### src/hw/rtl/hcc_pkg.sv
// shared types, register indexes and the mod 256 inverse table for the hill cbc block
package hcc_pkg;

    typedef logic [7:0] t_byte;
    typedef logic [2:0][7:0] t_vec;
    typedef logic [2:0][2:0][7:0] t_mat;
    typedef logic [7:0] t_inv_tab [256];

    localparam int unsigned CFG_IDX_W = 3;
    localparam int unsigned WORD_W    = 24;

    localparam logic [CFG_IDX_W-1:0] CFG_DECRYPT_MODE = 3'd0;
    localparam logic [CFG_IDX_W-1:0] CFG_KEY_ROW0     = 3'd1;
    localparam logic [CFG_IDX_W-1:0] CFG_KEY_ROW1     = 3'd2;
    localparam logic [CFG_IDX_W-1:0] CFG_KEY_ROW2     = 3'd3;
    localparam logic [CFG_IDX_W-1:0] CFG_INIT_VECTOR  = 3'd4;

    localparam logic [WORD_W-1:0] KEY_ROW0_RST = 24'h030201;
    localparam logic [WORD_W-1:0] KEY_ROW1_RST = 24'h060504;
    localparam logic [WORD_W-1:0] KEY_ROW2_RST = 24'h08090B;

    // inverse mod 256 of (i | 1), three newton steps, built at elaboration
    function automatic t_inv_tab f_inv_tab();
        t_inv_tab tab;
        t_byte    d;
        t_byte    x;
        t_byte    dx;
        t_byte    corr;
        for (int i = 0; i < 256; i++) begin
            d = t_byte'(i) | 8'd1;
            x = d;
            for (int n = 0; n < 3; n++) begin
                dx   = t_byte'(d * x);
                corr = 8'd2 - dx;
                x    = t_byte'(x * corr);
            end
            tab[i] = x;
        end
        return tab;
    endfunction

    localparam t_inv_tab INV_TAB = f_inv_tab();

    // row vector times matrix, element j = sum_i v[i] * m[i][j] mod 256
    function automatic t_vec f_vec_mat(t_vec v, t_mat m);
        t_vec  res;
        t_byte s;
        for (int j = 0; j < 3; j++) begin
            s = 8'd0;
            for (int i = 0; i < 3; i++) begin
                s = s + t_byte'(v[i] * m[i][j]);
            end
            res[j] = s;
        end
        return res;
    endfunction

endpackage

### src/hw/rtl/hill_cipher_cbc_3x3.sv
// 3x3 hill cipher mod 256 in cbc mode, one three-byte block per beat
//
// input channel: i_valid / o_ready with i_first_block and i_in_byte0..2.
// output channel: o_valid / i_ready with o_out_byte0..2, one result per input beat.
// config channel: i_cfg_valid / o_cfg_ready, i_cfg_index selects decrypt_mode,
// key_row0..2 or init_vector, i_cfg_data carries the value; o_cfg_ready is always high
// and writes to unknown indexes are dropped.
// an accepted input beat passes the input register, then the matrix multiply and xor
// into the output register. throughput: one block per cycle while i_ready is high and
// no key refill holds o_ready low; the chain register loop stays in the multiply stage.
// decrypt uses an inverse key kept in a four-stage pipeline fed from the key
// registers; after reset and after any key row write o_ready stays low while that
// pipeline refills.
// reset loads the default key, encrypt mode, zero init vector and zero chaining value,
// and empties both stages. when the receiver stalls the output register holds its beat
// and one more input beat can still be taken into the input register.
module hill_cipher_cbc_3x3 (
    input  logic                                i_clk,
    input  logic                                i_rst_n,
    input  logic                                i_valid,
    output logic                                o_ready,
    input  logic                                i_first_block,
    input  logic [7:0]                          i_in_byte0,
    input  logic [7:0]                          i_in_byte1,
    input  logic [7:0]                          i_in_byte2,
    output logic                                o_valid,
    input  logic                                i_ready,
    output logic [7:0]                          o_out_byte0,
    output logic [7:0]                          o_out_byte1,
    output logic [7:0]                          o_out_byte2,
    input  logic                                i_cfg_valid,
    output logic                                o_cfg_ready,
    input  logic [hcc_pkg::CFG_IDX_W-1:0]       i_cfg_index,
    input  logic [hcc_pkg::WORD_W-1:0]          i_cfg_data
);
    import hcc_pkg::*;

    localparam logic [1:0] KINV_WAIT = 2'd3;

    logic              r_decrypt;
    logic [WORD_W-1:0] r_key_row0;
    logic [WORD_W-1:0] r_key_row1;
    logic [WORD_W-1:0] r_key_row2;
    logic [WORD_W-1:0] r_init_vector;
    logic [1:0]        r_kinv_wait;

    logic              r_s1_vld;
    logic              r_s1_first;
    t_vec              r_s1_blk;
    logic              r_out_vld;
    t_vec              r_out;
    t_vec              r_chain;

    logic              cfg_wr;
    logic              key_wr;
    logic              in_acc;
    logic              out_adv;
    logic              s1_move;
    t_mat              key;
    t_mat              kinv;
    t_vec              chain_cur;
    t_vec              res;
    t_vec              n_chain;

    assign o_cfg_ready = 1'b1;
    assign cfg_wr      = i_cfg_valid & o_cfg_ready;
    assign key_wr      = cfg_wr & ((i_cfg_index == CFG_KEY_ROW0) ||
                                   (i_cfg_index == CFG_KEY_ROW1) ||
                                   (i_cfg_index == CFG_KEY_ROW2));

    always_ff @(posedge i_clk) begin
        if (!i_rst_n) begin
            r_decrypt     <= 1'b0;
            r_key_row0    <= KEY_ROW0_RST;
            r_key_row1    <= KEY_ROW1_RST;
            r_key_row2    <= KEY_ROW2_RST;
            r_init_vector <= '0;
        end else if (cfg_wr) begin
            unique case (i_cfg_index)
                CFG_DECRYPT_MODE: r_decrypt     <= i_cfg_data[0];
                CFG_KEY_ROW0:     r_key_row0    <= i_cfg_data;
                CFG_KEY_ROW1:     r_key_row1    <= i_cfg_data;
                CFG_KEY_ROW2:     r_key_row2    <= i_cfg_data;
                CFG_INIT_VECTOR:  r_init_vector <= i_cfg_data;
                default: ;
            endcase
        end
    end

    // hold off input until the inverse key pipeline reflects the current key
    always_ff @(posedge i_clk) begin
        if (!i_rst_n) begin
            r_kinv_wait <= KINV_WAIT;
        end else if (key_wr) begin
            r_kinv_wait <= KINV_WAIT;
        end else if (r_kinv_wait != 2'd0) begin
            r_kinv_wait <= r_kinv_wait - 2'd1;
        end
    end

    assign key[0] = r_key_row0;
    assign key[1] = r_key_row1;
    assign key[2] = r_key_row2;

    hcc_kinv u_kinv (
        .i_clk  (i_clk),
        .i_key  (key),
        .o_kinv (kinv)
    );

    assign out_adv = ~r_out_vld | i_ready;
    assign s1_move = r_s1_vld & out_adv;
    assign o_ready = (~r_s1_vld | out_adv) & (r_kinv_wait == 2'd0);
    assign in_acc  = i_valid & o_ready;

    always_comb begin
        chain_cur = r_s1_first ? t_vec'(r_init_vector) : r_chain;
        if (r_decrypt) begin
            res     = f_vec_mat(r_s1_blk, kinv) ^ chain_cur;
            n_chain = r_s1_blk;
        end else begin
            res     = f_vec_mat(r_s1_blk ^ chain_cur, key);
            n_chain = res;
        end
    end

    always_ff @(posedge i_clk) begin
        if (!i_rst_n) begin
            r_s1_vld  <= 1'b0;
            r_out_vld <= 1'b0;
            r_chain   <= '0;
        end else begin
            if (in_acc) begin
                r_s1_vld <= 1'b1;
            end else if (s1_move) begin
                r_s1_vld <= 1'b0;
            end
            if (out_adv) begin
                r_out_vld <= r_s1_vld;
            end
            if (s1_move) begin
                r_chain <= n_chain;
            end
        end
    end

    always_ff @(posedge i_clk) begin
        if (in_acc) begin
            r_s1_first <= i_first_block;
            r_s1_blk   <= {i_in_byte2, i_in_byte1, i_in_byte0};
        end
        if (s1_move) begin
            r_out <= res;
        end
    end

    assign o_valid     = r_out_vld;
    assign o_out_byte0 = r_out[0];
    assign o_out_byte1 = r_out[1];
    assign o_out_byte2 = r_out[2];

endmodule

### src/hw/rtl/hcc_kinv.sv
// inverse key pipeline: cofactors, determinant, determinant inverse, adjugate scaling
module hcc_kinv (
    input  logic          i_clk,
    input  hcc_pkg::t_mat i_key,
    output hcc_pkg::t_mat o_kinv
);
    import hcc_pkg::*;

    t_mat  r_cof;
    t_mat  n_cof;
    t_byte r_det;
    t_byte n_det;
    t_byte r_dinv;
    t_mat  r_kinv;
    t_mat  n_kinv;

    always_comb begin
        for (int r = 0; r < 3; r++) begin
            for (int c = 0; c < 3; c++) begin
                n_cof[r][c] = t_byte'(i_key[(r+1)%3][(c+1)%3] * i_key[(r+2)%3][(c+2)%3])
                            - t_byte'(i_key[(r+1)%3][(c+2)%3] * i_key[(r+2)%3][(c+1)%3]);
            end
        end
    end

    // determinant along row 0 of the key
    always_comb begin
        n_det = 8'd0;
        for (int c = 0; c < 3; c++) begin
            n_det = n_det + t_byte'(i_key[0][c] * r_cof[0][c]);
        end
    end

    // even determinant has no inverse: the table inverts the index with its low bit set
    always_comb begin
        for (int r = 0; r < 3; r++) begin
            for (int c = 0; c < 3; c++) begin
                n_kinv[r][c] = t_byte'(r_cof[c][r] * r_dinv);
            end
        end
    end

    always_ff @(posedge i_clk) begin
        r_cof  <= n_cof;
        r_det  <= n_det;
        r_dinv <= INV_TAB[r_det];
        r_kinv <= n_kinv;
    end

    assign o_kinv = r_kinv;

endmodule

### config.mk
export PLATFORM = sky130hd
export DESIGN_NAME = hill_cipher_cbc_3x3
export DESIGN_NICKNAME = d
export VERILOG_FILES = /design/src/hw/rtl/hcc_pkg.sv /design/src/hw/rtl/hill_cipher_cbc_3x3.sv /design/src/hw/rtl/hcc_kinv.sv
export SDC_FILE = /design/constraint.sdc
export NUM_CORES = 2
export LEC_CHECK = 0
export BUFFER_PORTS_ARGS = -buffer_cell sky130_fd_sc_hd__buf_2
export CAP_MARGIN = 10
export CORE_MARGIN = 2
export CORE_UTILIZATION = 30
export DETAILED_ROUTE_END_ITERATION = 16
export PLACE_DENSITY_LB_ADDON = 0.12
export RECOVER_POWER = 25
export SLEW_MARGIN = 20
export SYNTH_ARGS = -nofsm -noshare
export SYNTH_HDL_FRONTEND = slang
export SYNTH_SLANG_ARGS = --single-unit
### constraint.sdc
create_clock -name i_clk -period 10.5 [get_ports i_clk]
set_clock_uncertainty 0.1 [all_clocks]
set_input_delay 1.575 -clock i_clk [delete_from_list [all_inputs] [get_ports i_clk]]
set_output_delay 1.575 -clock i_clk [all_outputs]
set_load 0.005 [all_outputs]
==> impl_metrics.json <==
{
  "numCtsBuffers": 49,
  "grt_busiest_layer": "met2",
  "ys_warn_count": 0,
  "core_sq_um": 193000,
  "ys.flop_type": "dfxtp_1",
  "synth_nets": 8145,
  "ant_nets": 0,
  "worstSkewPairLatency_ns": 0.68,
  "gp_routability_congestion": 0.856,
  "layout_common_cells": "1,162 x inv_1, 1,050 x nand2_1, 817 x and2_1",
  "min_period_ns": 8.52,
  "path_clk_slew_ns": 0.06,
  "die_area_sq_um": 198000,
  "grt_max_degree": 65,
  "first_pass_iters": 7,
  "gr-usage-met3": 0.0201,
  "htree_levels": 2,
  "antenna_found_initial": 26,
  "rr_startpoint": "r_s1_first",
  "synth-seq-cells": 332,
  "synth_area_leaders": "fa_1 26%, ha_1 17%, dfxtp_1 9.7%",
  "finalSetupTns_ns": 0,
  "grt_overflow_total": 0,
  "synthCells": 6506,
  "wl_um": 216000,
  "crit_path_start": "r_s1_first",
  "hold_viol": 0,
  "pin_count": 84,
  "hold_buffers": 0,
  "violations": "max-capacitance violations, max-slew violations",
  "dpl.hpwl_um": 160000,
  "final_common_cell": "inv_1",
  "critPathKind": "flop to flop",
  "grt_pass1_wl_um": 316000,
  "grtUsageMet2": 0.374,
  "fin_util": 0.329,
  "hp-class": "flop to flop",
  "cts_tree": "yes",
  "avgViaCountPerCell": 4.60,
  "dieHeight_um": 444,
  "grtUsageMet1": 0.307,
  "routedWlPerCell_um": 24.0,
  "cts_max_path_buffers": 3,
  "seq_area_frac_synth": 0.123,
  "clkSinkCount": 332,
  "vias": 41479,
  "synth_edf_count": 49,
  "rsz0062_at_grt": "false",
  "synthDominantAreaCellType": "fa_1",
  "dp.cells": 8914,
  "status": "finished with violations",
  "start_util": 0.302,
  "slew_violations": 153,
  "drc": 0,
  "synth_top_area_share": 0.265,
  "cap_violations": 4,
  "async_reset_ff_frac": 0,
  "nNetsFinal": 8078,
  "endpoint_kind": "flop",
  "arrival_ns": 8.85,
  "final_cells": 9018,
  "critPathLaunchType": "flop",
  "synth.cell_area_sq_um": 58200,
  "grt_pass1_vias": 43796,
  "avgSynthCellArea_sq_um": 8.95,
  "path_max_fanout": 13,
  "syn2layout_area_growth_pct": 8.72,
  "cts_resized": 0,
  "finalSetupViolCount": 0,
  "rows": 161,
  "drt-initial-drc-count": 2525,
  "ff2ff_setup_slack_ns": 1.98,
  "root_buffer": "clkbuf_16",
  "die_w_um": 444,
  "worstPathRequired_ns": 10.83,
  "post_cts_buffers": 0,
  "port_buffers": 82,
  "ys_types": 47,
  "grt_use_total": 0.222,
  "achievable-frequency_mhz": 117,
  "relSlewSlack": -1.21,
  "fin_crit_sh": 0.812,
  "hp-start": "u_kinv.r_det[2]",
  "drive_gt1_frac": 0.0554,
  "tightest_slew_ns": 3.32
}
-- sequential cells by signal, summed over array words and instances (netlist names) --
register / count
r_s1_blk: 24
r_s1_vld: 1
r_s1_first: 1
r_kinv_wait: 2
u_kinv.r_dinv: 7
u_kinv.r_det: 7
r_init_vector: 24
r_key_row2: 24
r_key_row0: 24
r_key_row1: 24
u_kinv.o_kinv: 72
o_valid: 1
o_out_byte1: 8
o_out_byte0: 8
r_decrypt: 1
u_kinv.r_cof: 72
o_out_byte2: 8
r_chain: 24
-- cell type report --
class / count / area [sq um]
clock buffers: 60 / 1340
diodes: 12 / 30.0
flip-flops and latches: 332 / 7160
clock inverters: 32 / 368
inverters: 1162 / 4360
multi-input cells: 4679 / 45500
well taps: 2526 / 3160
repair buffers: 215 / 1380
fillers: 20224 / 129000
-- synthesized netlist by cell type, types with 11 or more instances --
cell      instances
a21o_1           49
xor2_1          119
nor2_1           19
o211a_1          14
a21oi_1          77
ha_1            813
xnor3_1          33
edfxtp_1         49
nand2_1        1050
nand2b_1         28
nand3_1          18
and2_1          836
dfxtp_1         283
mux2i_1          46
xnor2_1         641
mux2_2           13
fa_1            769
a21boi_0         85
clkbuf_1        322
inv_1          1161
o21ai_0          11
-- metrics by stage --
step	hold slack, ns	area (sq um)	worst slack (ns)
floorplan	0.279	58200	3.21
global placement	0.315	61600	2.10
detailed placement	0.314	61600	2.03
CTS	0.322	63300	1.99
global route	0.334	63200	1.66
finish	0.320	63300	1.98
-- routing by layer --
metal | vias to the layer above | part of all wire
li1 | 19263 | -
met1 | 21211 | 0.47
met2 | 813 | 0.47
met3 | 190 | 0.039
met4 | 2 | 0.023
met5 | - | 0.000060
-- critical path: stages (launching register included) --
cell	delay (ns)
edfxtp_1	0.99
buf_4	0.53
mux2i_2	0.48
xnor2_1	0.43
nand2_1	0.19
fa_1	0.54
fa_1	0.54
fa_1	0.56
inv_1	0.06
fa_1	0.49
fa_1	0.51
fa_1	0.50
inv_1	0.05
fa_1	0.37
xnor2_1	0.20
xnor2_1	0.15
xnor3_1	0.25
xnor3_1	0.43
xnor3_1	0.21
xnor3_1	0.45
nor2_2	0.06
a21o_1	0.18
-- cell families (layout without fill, tap and decap cells) --
logic type | after synthesis | count (layout) | share of synthesized area
simple gates | 1967 | 1967 | 0.165
fa+ha+maj | 1582 | 1582 | 0.439
buf+inv | 1495 | 1469 | 0.0972
xor+xnor | 798 | 798 | 0.129
flops | 332 | 332 | 0.123
compound gates | 250 | 250 | 0.0292
mux | 81 | 81 | 0.0179
other cells | 1 | 13 | 0.0000644
-- path summary, 6_finish.rpt --
check | end | cells after the start
setup / recovery | o_out_byte0[7] | 21
hold / removal | u_kinv.r_dinv[2] | 0
setup reg to reg | o_out_byte0[7] | 21
hold reg to reg | u_kinv.r_dinv[2] | 0
Power is left out: the tool's default activity adds up to more than one toggle a clock period on the data nets, which glitch-free logic cannot reach.
